File: src/hdl/rrts_pkg.sv
`timescale 1ns / 1ps
package rrts_pkg;

  // Command codes carried by the input beat.
  localparam logic [1:0] CMD_LOAD  = 2'd0;
  localparam logic [1:0] CMD_TICK  = 2'd1;
  localparam logic [1:0] CMD_CLEAR = 2'd2;

  // Register select, taken from address bit 2.
  localparam logic REG_SLICE = 1'b0;
  localparam logic REG_COUNT = 1'b1;

  localparam logic [31:0] TIME_MAX = 32'hFFFF_FFFF;

  // One process table entry as it travels around the ring of cells.
  typedef struct packed {
    logic [15:0] arr;
    logic [15:0] burst;
    logic [15:0] rem;
  } rrts_entry_t;

  // Controls from the sequencer to the ready queue.
  typedef struct packed {
    logic push;
    logic pop;
    logic clear;
  } rrts_fifo_ctl_t;

  typedef enum logic [3:0] {
    S_IDLE,
    S_LOAD,
    S_ALIGN,
    S_SCAN,
    S_CHECK,
    S_POP_REQ,
    S_POP_WAIT,
    S_POP_FIND,
    S_RUN,
    S_FINISH,
    S_EMIT
  } rrts_state_t;

endpackage

File: src/hdl/round_robin_time_slice_scheduler_core.sv
`timescale 1ns / 1ps
// Channel  | Direction | Handshake             | Payload
// ---------+-----------+-----------------------+----------------------------------------------
// cfg      | in/out    | psel/penable/pready   | paddr, pwdata, pwrite, prdata
// in       | in        | in_valid / in_ready   | command, proc_index, arrival_time, burst_time
// out      | out       | out_valid / out_ready | slot_busy ... all_done
//
// The process table lives in a ring of MAX_PROCS cells that rotates by one entry every cycle;
// the sequencer sees one entry at the ring head per cycle and may rewrite it on its way back.
// A load waits for its entry to reach the head. A tick is accepted, makes a table pass (align
// to entry 0, then sweep) and a check; if work remains, ready queue pops and a run step follow,
// then a second pass, finish and emit, else it emits at once; a clear is handled in the idle
// state.
// Reset is synchronous and restores the registers and the scheduling state; table contents
// are undefined until loaded. A result waits in the output register while new beats are taken;
// the next tick holds in its final state until that register is free.
module round_robin_time_slice_scheduler_core #(
  parameter int MAX_PROCS = 64
) (
  input  logic        clk,
  input  logic        rst,
  input  logic        psel,
  input  logic        penable,
  input  logic        pwrite,
  input  logic [2:0]  paddr,
  input  logic [31:0] pwdata,
  output logic [31:0] prdata,
  output logic        pready,
  input  logic        in_valid,
  output logic        in_ready,
  input  logic [1:0]  command,
  input  logic [5:0]  proc_index,
  input  logic [15:0] arrival_time,
  input  logic [15:0] burst_time,
  output logic        out_valid,
  input  logic        out_ready,
  output logic        slot_busy,
  output logic [5:0]  slot_process,
  output logic [31:0] time_now,
  output logic        finished,
  output logic [5:0]  finished_process,
  output logic [31:0] finish_time,
  output logic [31:0] wait_time,
  output logic [31:0] turnaround_time,
  output logic        all_done
);
  import rrts_pkg::*;

  localparam int IW   = (MAX_PROCS > 1) ? $clog2(MAX_PROCS) : 1;
  localparam int CW_N = $clog2(MAX_PROCS + 1);
  localparam int CW   = (CW_N > 7) ? CW_N : 7;

  // Configuration registers.
  logic [7:0] slice_length;
  logic [6:0] proc_count;
  logic       cfg_wr;
  logic [7:0] quantum;

  assign pready  = 1'b1;
  assign cfg_wr  = psel && penable && pwrite;
  assign quantum = (slice_length == 8'd0) ? 8'd1 : slice_length;

  always_ff @(posedge clk) begin
    if (rst) begin
      slice_length <= 8'd2;
      proc_count   <= 7'd0;
    end else if (cfg_wr) begin
      if (paddr[2] == REG_COUNT) begin
        proc_count <= pwdata[6:0];
      end else begin
        slice_length <= pwdata[7:0];
      end
    end
  end

  assign prdata = (paddr[2] == REG_COUNT) ? {25'd0, proc_count} : {24'd0, slice_length};

  // Ring of table cells. Entry head_idx sits in cell 0; the value fed to the last cell is the
  // head entry, possibly rewritten by a load or by the decrement of the running process.
  rrts_entry_t ring_q [MAX_PROCS];
  rrts_entry_t head;
  rrts_entry_t wrap;
  logic [IW-1:0] head_idx;

  assign head = ring_q[0];

  for (genvar i = 0; i < MAX_PROCS; i++) begin : g_cell
    rrts_entry_t cell_in;
    if (i == MAX_PROCS - 1) begin : g_tail
      assign cell_in = wrap;
    end else begin : g_mid
      assign cell_in = ring_q[i+1];
    end
    rrts_cell u_cell (
      .clk      (clk),
      .entry_in (cell_in),
      .entry_out(ring_q[i])
    );
  end

  logic at_last;
  assign at_last = (head_idx == IW'(MAX_PROCS - 1));

  always_ff @(posedge clk) begin
    if (rst) begin
      head_idx <= '0;
    end else begin
      head_idx <= at_last ? '0 : head_idx + 1'b1;
    end
  end

  // Ready queue.
  rrts_fifo_ctl_t fifo_ctl;
  logic [IW-1:0]  push_data;
  logic [IW-1:0]  rd_data;
  logic [CW-1:0]  fifo_count;

  rrts_fifo #(
    .DEPTH(MAX_PROCS),
    .IW   (IW),
    .CW   (CW)
  ) u_fifo (
    .clk      (clk),
    .rst      (rst),
    .ctl      (fifo_ctl),
    .push_data(push_data),
    .rd_data  (rd_data),
    .count    (fifo_count)
  );

  // Scheduler state.
  rrts_state_t   state;
  rrts_state_t   state_next;
  logic          started;
  logic          running;
  logic [IW-1:0] cur;
  logic [IW-1:0] cand;
  logic [7:0]    slice_used;
  logic [31:0]   clock_time;
  logic          pass_b;
  logic          arr_en;
  logic          dec_en;
  logic          ran;
  logic          work_any;
  logic [15:0]   cur_rem;
  logic [15:0]   cur_arr;
  logic [15:0]   cur_burst;

  // Latched load beat.
  logic [5:0]  ld_idx;
  logic [15:0] ld_arr;
  logic [15:0] ld_burst;
  logic        ld_ok;

  // Pending result.
  logic        res_busy;
  logic [5:0]  res_proc;
  logic [31:0] res_time;
  logic        res_fin;
  logic [5:0]  res_fproc;
  logic [31:0] res_finish;
  logic [31:0] res_wait;
  logic [31:0] res_turn;
  logic        res_done;

  logic        in_use;
  logic        ld_hit;
  logic        arr_hit;
  logic        cur_hit;
  logic [31:0] turn_c;
  logic        out_load;

  // Only entries below the used count take part; head_idx never reaches MAX_PROCS, so the
  // count is clamped for free.
  assign in_use  = CW'(head_idx) < CW'(proc_count);
  assign ld_hit  = CW'(head_idx) == CW'(ld_idx);
  assign arr_hit = arr_en && in_use && ({16'd0, head.arr} == clock_time);
  assign cur_hit = head_idx == cur;
  assign turn_c  = clock_time - {16'd0, cur_arr};
  assign out_load = (state == S_EMIT) && (!out_valid || out_ready);

  // Next state.
  always_comb begin
    state_next = state;
    unique case (state)
      S_IDLE: begin
        if (in_valid) begin
          if (command == CMD_LOAD) begin
            state_next = S_LOAD;
          end else if (command == CMD_TICK) begin
            state_next = S_ALIGN;
          end
        end
      end
      S_LOAD: begin
        if (ld_hit || !ld_ok) begin
          state_next = S_IDLE;
        end
      end
      S_ALIGN: begin
        if (at_last) begin
          state_next = S_SCAN;
        end
      end
      S_SCAN: begin
        if (at_last) begin
          state_next = pass_b ? S_FINISH : S_CHECK;
        end
      end
      S_CHECK: begin
        state_next = work_any ? S_POP_REQ : S_EMIT;
      end
      S_POP_REQ: begin
        state_next = (!running && fifo_count != '0) ? S_POP_WAIT : S_RUN;
      end
      S_POP_WAIT: begin
        state_next = S_POP_FIND;
      end
      S_POP_FIND: begin
        if (head_idx == cand) begin
          state_next = S_POP_REQ;
        end
      end
      S_RUN: begin
        state_next = S_ALIGN;
      end
      S_FINISH: begin
        state_next = S_EMIT;
      end
      S_EMIT: begin
        if (!out_valid || out_ready) begin
          state_next = S_IDLE;
        end
      end
      default: begin
        state_next = S_IDLE;
      end
    endcase
  end

  // Controls for the ring head and the ready queue.
  always_comb begin
    wrap      = head;
    fifo_ctl  = '0;
    push_data = head_idx;
    in_ready  = 1'b0;
    unique case (state)
      S_IDLE: begin
        in_ready       = 1'b1;
        fifo_ctl.clear = in_valid && (command == CMD_CLEAR);
      end
      S_LOAD: begin
        if (ld_hit && ld_ok) begin
          wrap.arr   = ld_arr;
          wrap.burst = ld_burst;
          wrap.rem   = ld_burst;
        end
      end
      S_SCAN: begin
        if (dec_en && cur_hit) begin
          wrap.rem = head.rem - 16'd1;
        end
        fifo_ctl.push = arr_hit;
      end
      S_POP_REQ: begin
        fifo_ctl.pop = !running && (fifo_count != '0);
      end
      S_FINISH: begin
        // A preempted process goes behind the arrivals queued in the sweep just done.
        if (ran && cur_rem != 16'd0 && slice_used >= quantum) begin
          fifo_ctl.push = 1'b1;
          push_data     = cur;
        end
      end
      default: begin
      end
    endcase
  end

  always_ff @(posedge clk) begin
    if (rst) begin
      state      <= S_IDLE;
      started    <= 1'b0;
      running    <= 1'b0;
      cur        <= '0;
      slice_used <= 8'd0;
      clock_time <= 32'd0;
      pass_b     <= 1'b0;
      arr_en     <= 1'b0;
      dec_en     <= 1'b0;
      ran        <= 1'b0;
      work_any   <= 1'b0;
    end else begin
      state <= state_next;
      unique case (state)
        S_IDLE: begin
          if (in_valid && command == CMD_CLEAR) begin
            started    <= 1'b0;
            running    <= 1'b0;
            cur        <= '0;
            slice_used <= 8'd0;
            clock_time <= 32'd0;
          end else if (in_valid && command == CMD_TICK) begin
            // The first tick after reset or clear queues the arrivals at the current time.
            pass_b  <= 1'b0;
            dec_en  <= 1'b0;
            arr_en  <= !started;
            started <= 1'b1;
          end
        end
        S_ALIGN: begin
          work_any <= 1'b0;
        end
        S_SCAN: begin
          if (in_use && wrap.rem != 16'd0) begin
            work_any <= 1'b1;
          end
        end
        S_CHECK: begin
          // A reload may have zeroed the running process; it then stops without a report.
          if (work_any && running && cur_rem == 16'd0) begin
            running <= 1'b0;
          end
        end
        S_POP_FIND: begin
          // Entries with no work left are dropped from the queue head.
          if (head_idx == cand && head.rem != 16'd0) begin
            cur        <= cand;
            running    <= 1'b1;
            slice_used <= 8'd0;
          end
        end
        S_RUN: begin
          ran    <= running;
          dec_en <= running;
          pass_b <= 1'b1;
          if (running) begin
            slice_used <= slice_used + 8'd1;
          end
          // Time saturates at its maximum, and such a time matches no arrival.
          if (clock_time != TIME_MAX) begin
            clock_time <= clock_time + 32'd1;
            arr_en     <= 1'b1;
          end else begin
            arr_en <= 1'b0;
          end
        end
        S_FINISH: begin
          if (ran && (cur_rem == 16'd0 || slice_used >= quantum)) begin
            running <= 1'b0;
          end
        end
        default: begin
        end
      endcase
    end
  end

  // Payload registers of the datapath.
  always_ff @(posedge clk) begin
    if (state == S_IDLE && in_valid && command == CMD_LOAD) begin
      ld_idx   <= proc_index;
      ld_arr   <= arrival_time;
      ld_burst <= burst_time;
      ld_ok    <= CW'(proc_index) < CW'(MAX_PROCS);
    end
    if (state == S_SCAN && cur_hit) begin
      cur_rem   <= wrap.rem;
      cur_arr   <= head.arr;
      cur_burst <= head.burst;
    end
    if (state == S_POP_WAIT) begin
      cand <= rd_data;
    end
    if (state == S_CHECK && !work_any) begin
      res_busy   <= 1'b0;
      res_proc   <= 6'd0;
      res_time   <= clock_time;
      res_fin    <= 1'b0;
      res_fproc  <= 6'd0;
      res_finish <= 32'd0;
      res_wait   <= 32'd0;
      res_turn   <= 32'd0;
      res_done   <= 1'b1;
    end else if (state == S_FINISH) begin
      res_busy <= ran;
      res_proc <= ran ? 6'(cur) : 6'd0;
      res_time <= clock_time;
      res_done <= !work_any;
      if (ran && cur_rem == 16'd0) begin
        res_fin    <= 1'b1;
        res_fproc  <= 6'(cur);
        res_finish <= clock_time;
        res_turn   <= turn_c;
        res_wait   <= turn_c - {16'd0, cur_burst};
      end else begin
        res_fin    <= 1'b0;
        res_fproc  <= 6'd0;
        res_finish <= 32'd0;
        res_turn   <= 32'd0;
        res_wait   <= 32'd0;
      end
    end
  end

  // Output register.
  always_ff @(posedge clk) begin
    if (rst) begin
      out_valid <= 1'b0;
    end else if (out_load) begin
      out_valid <= 1'b1;
    end else if (out_ready) begin
      out_valid <= 1'b0;
    end
  end

  always_ff @(posedge clk) begin
    if (out_load) begin
      slot_busy        <= res_busy;
      slot_process     <= res_proc;
      time_now         <= res_time;
      finished         <= res_fin;
      finished_process <= res_fproc;
      finish_time      <= res_finish;
      wait_time        <= res_wait;
      turnaround_time  <= res_turn;
      all_done         <= res_done;
    end
  end

  a_scan_exit: assert property (@(posedge clk) disable iff (rst)
    (state == S_SCAN && at_last) |=> (state == S_CHECK || state == S_FINISH))
    else $error("table sweep did not end after the last entry");

  a_finish_stops: assert property (@(posedge clk) disable iff (rst)
    (state == S_FINISH && ran && cur_rem == 16'd0) |=> !running)
    else $error("finished process still marked running");

  a_emit_holds: assert property (@(posedge clk) disable iff (rst)
    (state == S_EMIT && out_valid && !out_ready) |=> (state == S_EMIT))
    else $error("result dropped while output register busy");

endmodule

File: src/hdl/rrts_cell.sv
`timescale 1ns / 1ps
module rrts_cell (
  input  logic                 clk,
  input  rrts_pkg::rrts_entry_t entry_in,
  output rrts_pkg::rrts_entry_t entry_out
);
  import rrts_pkg::*;

  // Each cell holds one table entry and passes it to its neighbor every cycle.
  always_ff @(posedge clk) begin
    entry_out <= entry_in;
  end

endmodule

File: src/hdl/rrts_fifo.sv
`timescale 1ns / 1ps
module rrts_fifo #(
  parameter int DEPTH = 64,
  parameter int IW    = 6,
  parameter int CW    = 7
) (
  input  logic                    clk,
  input  logic                    rst,
  input  rrts_pkg::rrts_fifo_ctl_t ctl,
  input  logic [IW-1:0]           push_data,
  output logic [IW-1:0]           rd_data,
  output logic [CW-1:0]           count
);
  import rrts_pkg::*;

  logic [IW-1:0] mem [DEPTH];
  logic [IW-1:0] head;
  logic [IW-1:0] tail;
  logic          do_push;

  // A push into a full queue is dropped.
  assign do_push = ctl.push && (count < CW'(DEPTH));

  always_ff @(posedge clk) begin
    if (do_push) begin
      mem[tail] <= push_data;
    end
    if (ctl.pop) begin
      rd_data <= mem[head];
    end
  end

  always_ff @(posedge clk) begin
    if (rst || ctl.clear) begin
      head  <= '0;
      tail  <= '0;
      count <= '0;
    end else begin
      if (do_push) begin
        tail <= (tail == IW'(DEPTH - 1)) ? '0 : tail + 1'b1;
      end
      if (ctl.pop) begin
        head <= (head == IW'(DEPTH - 1)) ? '0 : head + 1'b1;
      end
      if (do_push && !ctl.pop) begin
        count <= count + 1'b1;
      end else if (ctl.pop && !do_push) begin
        count <= count - 1'b1;
      end
    end
  end

  a_count_bound: assert property (@(posedge clk) disable iff (rst)
    count <= CW'(DEPTH))
    else $error("ready queue count above depth");

  a_no_pop_empty: assert property (@(posedge clk) disable iff (rst)
    ctl.pop |-> (count != '0) && !ctl.push)
    else $error("pop from empty queue or pop with push");

endmodule

File: config.mk
export PLATFORM = sky130hd
export DESIGN_NAME = round_robin_time_slice_scheduler_core
export DESIGN_NICKNAME = d
export VERILOG_FILES = /design/src/hdl/rrts_pkg.sv /design/src/hdl/round_robin_time_slice_scheduler_core.sv /design/src/hdl/rrts_cell.sv /design/src/hdl/rrts_fifo.sv
export SDC_FILE = /design/constraint.sdc
export NUM_CORES = 2
export LEC_CHECK = 0
export CAP_MARGIN = 40
export CORE_ASPECT_RATIO = 0.6
export CORE_MARGIN = 4
export CORE_UTILIZATION = 60
export CTS_CLUSTER_DIAMETER = 200
export CTS_CLUSTER_SIZE = 24
export DETAILED_ROUTE_END_ITERATION = 8
export DONT_BUFFER_PORTS = 1
export PLACE_DENSITY = 0.82
export SYNTH_ARGS = -nofsm -noshare
export SYNTH_HDL_FRONTEND = slang
export SYNTH_HIERARCHICAL = 1
export SYNTH_SLANG_ARGS = --single-unit
File: constraint.sdc
create_clock -name clk -period 10.9 [get_ports clk]
set_clock_uncertainty 0.05 [all_clocks]
set_input_delay 2.18 -clock clk [delete_from_list [all_inputs] [get_ports clk]]
set_output_delay 2.18 -clock clk [all_outputs]
set_load 0.05 [all_outputs]
==> results_dict.tcl <==
set metrics [dict create \
    area_growth_syn_to_layout_pct 7.99 \
    path_cells "nor2_1, nand2_1, nor2_1, and2_1, and3_1, o21bai_1, nor2b_1, ha_1, inv_1, fa_1, a21o_1, a21oi_1, nand4b_1, nand3_1, mux2i_1" \
    dp_cells 7721 \
    ys_warn_count 6 \
    path_class "flip-flop to flip-flop" \
    power.leakage_nw 39.2 \
    grt_pass1_vias 43500 \
    track_usage 0.217 \
    run_status "completed" \
    grt_setup_unrepaired "no" \
    slew_headroom 0.243 \
    place_ws_ns 5.34 \
    grt_start_max_net_pins 85 \
    critPathSlowestCell "nor2b_1" \
    tightest_slew_ns 1.13 \
    syn_inst 5660 \
    wl_um 184000 \
    post_cts_resized 0 \
    clk_pin_slew_ns 0.10 \
    finalSetupViolCount 0 \
    period_minus_slack_ns 5.90 \
    total_power_mw 22.6 \
    fill_cells 9964 \
    crit_required_ns 11.58 \
    layout.nets 5906 \
    ctsHoldBuffers 0 \
    maxCapViolCount 0 \
    die-area_sq_um 169000 \
    cts_tree "yes" \
    dieWidth_um 528 \
    path_delay_family "simple AND/OR/NAND/NOR gates" \
    worst_path_most_repeated_cell "nor2_1" \
    powerDensity_nw_per_um2 216 \
    clockBufferDepth 3 \
    finalSetupTns_ns 0 \
    timing.final.ws_setup_ns 5.00 \
    synth_edf_count 657 \
    pwr-share-seq 0.656 \
    grt.overflow.total 0 \
    gp_congestion 0.893 \
    viasPerCell 5.28 \
    path_max_fanout 15 \
    hold_viol 0 \
    vias 42200 \
    portBuffers 0 \
    hold_class "flip-flop to flip-flop" \
    yosysSeqAreaShare 0.878 \
    crit_buf_inv 1 \
    antenna_left 0 \
    drc 0 \
    power.clock.fraction 0.333 \
    post-dp-hpwl_um 108000 \
    ioPinCount 260 \
    final-instance-count-excl-fill 7999 \
    initial_core_util 0.604 \
    grt_pass1_wl_um 275000 \
    startpoint_type "flip-flop" \
    async_flop_share 0 \
    cts.htree.levels 4 \
    crit_path_end_kind "flip-flop" \
    firstDrtPassIters 8 \
    rows 114 \
    drv_slew 0 \
    antenna_found_initial 17 \
    clock-root-buffer "clkbuf_16" \
    core_area_sq_um 161000 \
    wl_per_cell_um 23.0 \
    syn_area_per_cell_sq_um 17.2 \
    drt_iter0_markers 4172 \
    p_sw_mw 4.63 \
    cts_made_buffers 182 \
    slowest_delay_ns 0.70 \
    cts_sinks 3938 \
    ys.flop_type "dfxtp_1" \
    die_y_um 320 \
    pwr-share-comb 0.012 \
    ys_seq_elements 3938 \
    synth_area_sq_um 97300 \
    switching_share 0.205 \
    clk_latency_ns 0.85 \
    ys_types 90 \
    cts_setup_buffers 0 \
    final_layout_size_suffix_gt1_frac 0.0662 \
    min_period_over_period 0.541 \
    fmax_mhz 170 \
    p_int_mw 18.0 \
    vdd_ir_drop_max_mv 0.190 \
    crit_arrival_ns 6.58 \
]
-- power by group through the flow --
stage | registers, mW | clock network (mW) | logic (mW)
after floorplan | 15.2 | 0 | 0.178
after global placement | 15.2 | 0 | 0.231
after detailed placement | 15.2 | 0 | 0.246
after CTS | 14.8 | 7.66 | 0.255
after global routing | 14.9 | 8.16 | 0.274
final | 14.8 | 7.54 | 0.261
-- path summary, 6_finish.rpt --
path | from | to | slack (ns) | cells past startpoint
setup / recovery | state[1] | u_fifo/count[6] | 5.00 | 15
hold / removal | g_cell[21].u_cell/entry_out[17] | g_cell[20].u_cell/entry_out[17] | 0.25 | 0
setup reg to reg | state[1] | u_fifo/count[6] | 5.00 | 15
hold reg to reg | g_cell[21].u_cell/entry_out[17] | g_cell[20].u_cell/entry_out[17] | 0.25 | 0
-- routing by layer --
| layer | vias to the layer above | GRT usage | routed length (um) |
|---|---|---|---|
| met5 | - | 0 | 57 |
| li1 | 19200 | - | - |
| met3 | 422 | 0.0577 | 17000 |
| met1 | 20800 | 0.299 | 76700 |
| met4 | 8 | 0.0793 | 6560 |
| met2 | 1830 | 0.335 | 83400 |
-- cells by family (layout without fill, tap and decap cells) --
family / count (synthesis) / count (layout) / share of synthesized area
DFF: 3938 / 3938 / 0.878
and+or+nand+nor: 763 / 763 / 0.0376
AOI/OAI and AO/OA: 436 / 436 / 0.0307
buffers and inverters: 229 / 392 / 0.0107
xor gates and xnor gates: 120 / 120 / 0.0108
muxes: 110 / 110 / 0.0238
adders and majority gates: 62 / 62 / 0.00821
other: 2 / 32 / 0.0000772
-- final cells by class --
type | instances | area (sq um) | area share
Clock buffer | 253 | 4820 | 0.0459
Timing Repair Buffer | 46 | 518 | 0.00493
Clock inverter | 15 | 338 | 0.00322
Tap cell | 2146 | 2690 | 0.0256
Inverter | 78 | 293 | 0.00279
Antenna cell | 7 | 17.5 | 0.000167
Multi-Input combinational cell | 1516 | 10900 | 0.104
Sequential cell | 3938 | 85400 | 0.813
-- worst reg2reg max path: cells and delay by family (launching register included) --
family	cells	cell delay, ns
compound gates	3	0.78
fa+ha+maj	2	0.83
buf+inv	1	0.20
flops	1	0.50
mux	1	0.13
simple gates	8	3.32
-- synthesized netlist by cell type, types with 14 or more instances --
cell / count / share of area
buf_2: 19 / 0.00098
mux4_2: 96 / 0.022
edfxtp_1: 657 / 0.20
a21o_1: 18 / 0.0014
nor3_1: 52 / 0.0027
o22ai_1: 25 / 0.0016
ha_1: 59 / 0.0076
buf_4: 30 / 0.0023
nand2b_1: 21 / 0.0014
a22o_1: 66 / 0.0059
nor2_1: 192 / 0.0074
clkbuf_1: 86 / 0.0033
nand3_1: 52 / 0.0027
nand2_1: 255 / 0.0098
xor2_1: 39 / 0.0035
or3_1: 33 / 0.0021
o211ai_1: 17 / 0.0013
o21ai_0: 101 / 0.0052
xnor2_1: 81 / 0.0073
dfxtp_1: 3281 / 0.68
or4_1: 14 / 0.0011
a21oi_1: 94 / 0.0048
nor2b_1: 21 / 0.0014
nor4_1: 24 / 0.0015
inv_1: 77 / 0.0030
nand4_1: 26 / 0.0017
-- cells in the final DEF (no fill, tap or decap), types with 59 or more instances in the layout --
cell and count:
a21oi_1 93, a22o_1 66, clkbuf_1 71, clkbuf_16 182
dfxtp_1 3279, edfxtp_1 657, ha_1 59, inv_1 77
mux4_2 96, nand2_1 255, nor2_1 191, o21ai_0 94
xnor2_1 81
-- flip-flops by register name, summed over array words and instances (netlist names), 32 cells and up --
signal                   cells
wait_time                   32
time_now                    32
res_time                    32
g_cell.u_cell/entry_out   3072
turnaround_time             32
res_finish                  32
res_turn                    32
u_fifo/mem                 384
clock_time                  32
finish_time                 32
res_wait                    32
-- through the flow --
stage	utilization	instance area, sq um	hold WS, ns
2_1_floorplan	-	97300	0.260
3_3_place_gp	0.618	99500	0.260
3_5_place_dp	0.620	99800	0.262
4_1_cts	0.652	105000	0.252
5_1_grt	0.652	105000	0.256
6_report	0.652	105000	0.249
(Power assumes the default switching activity.)
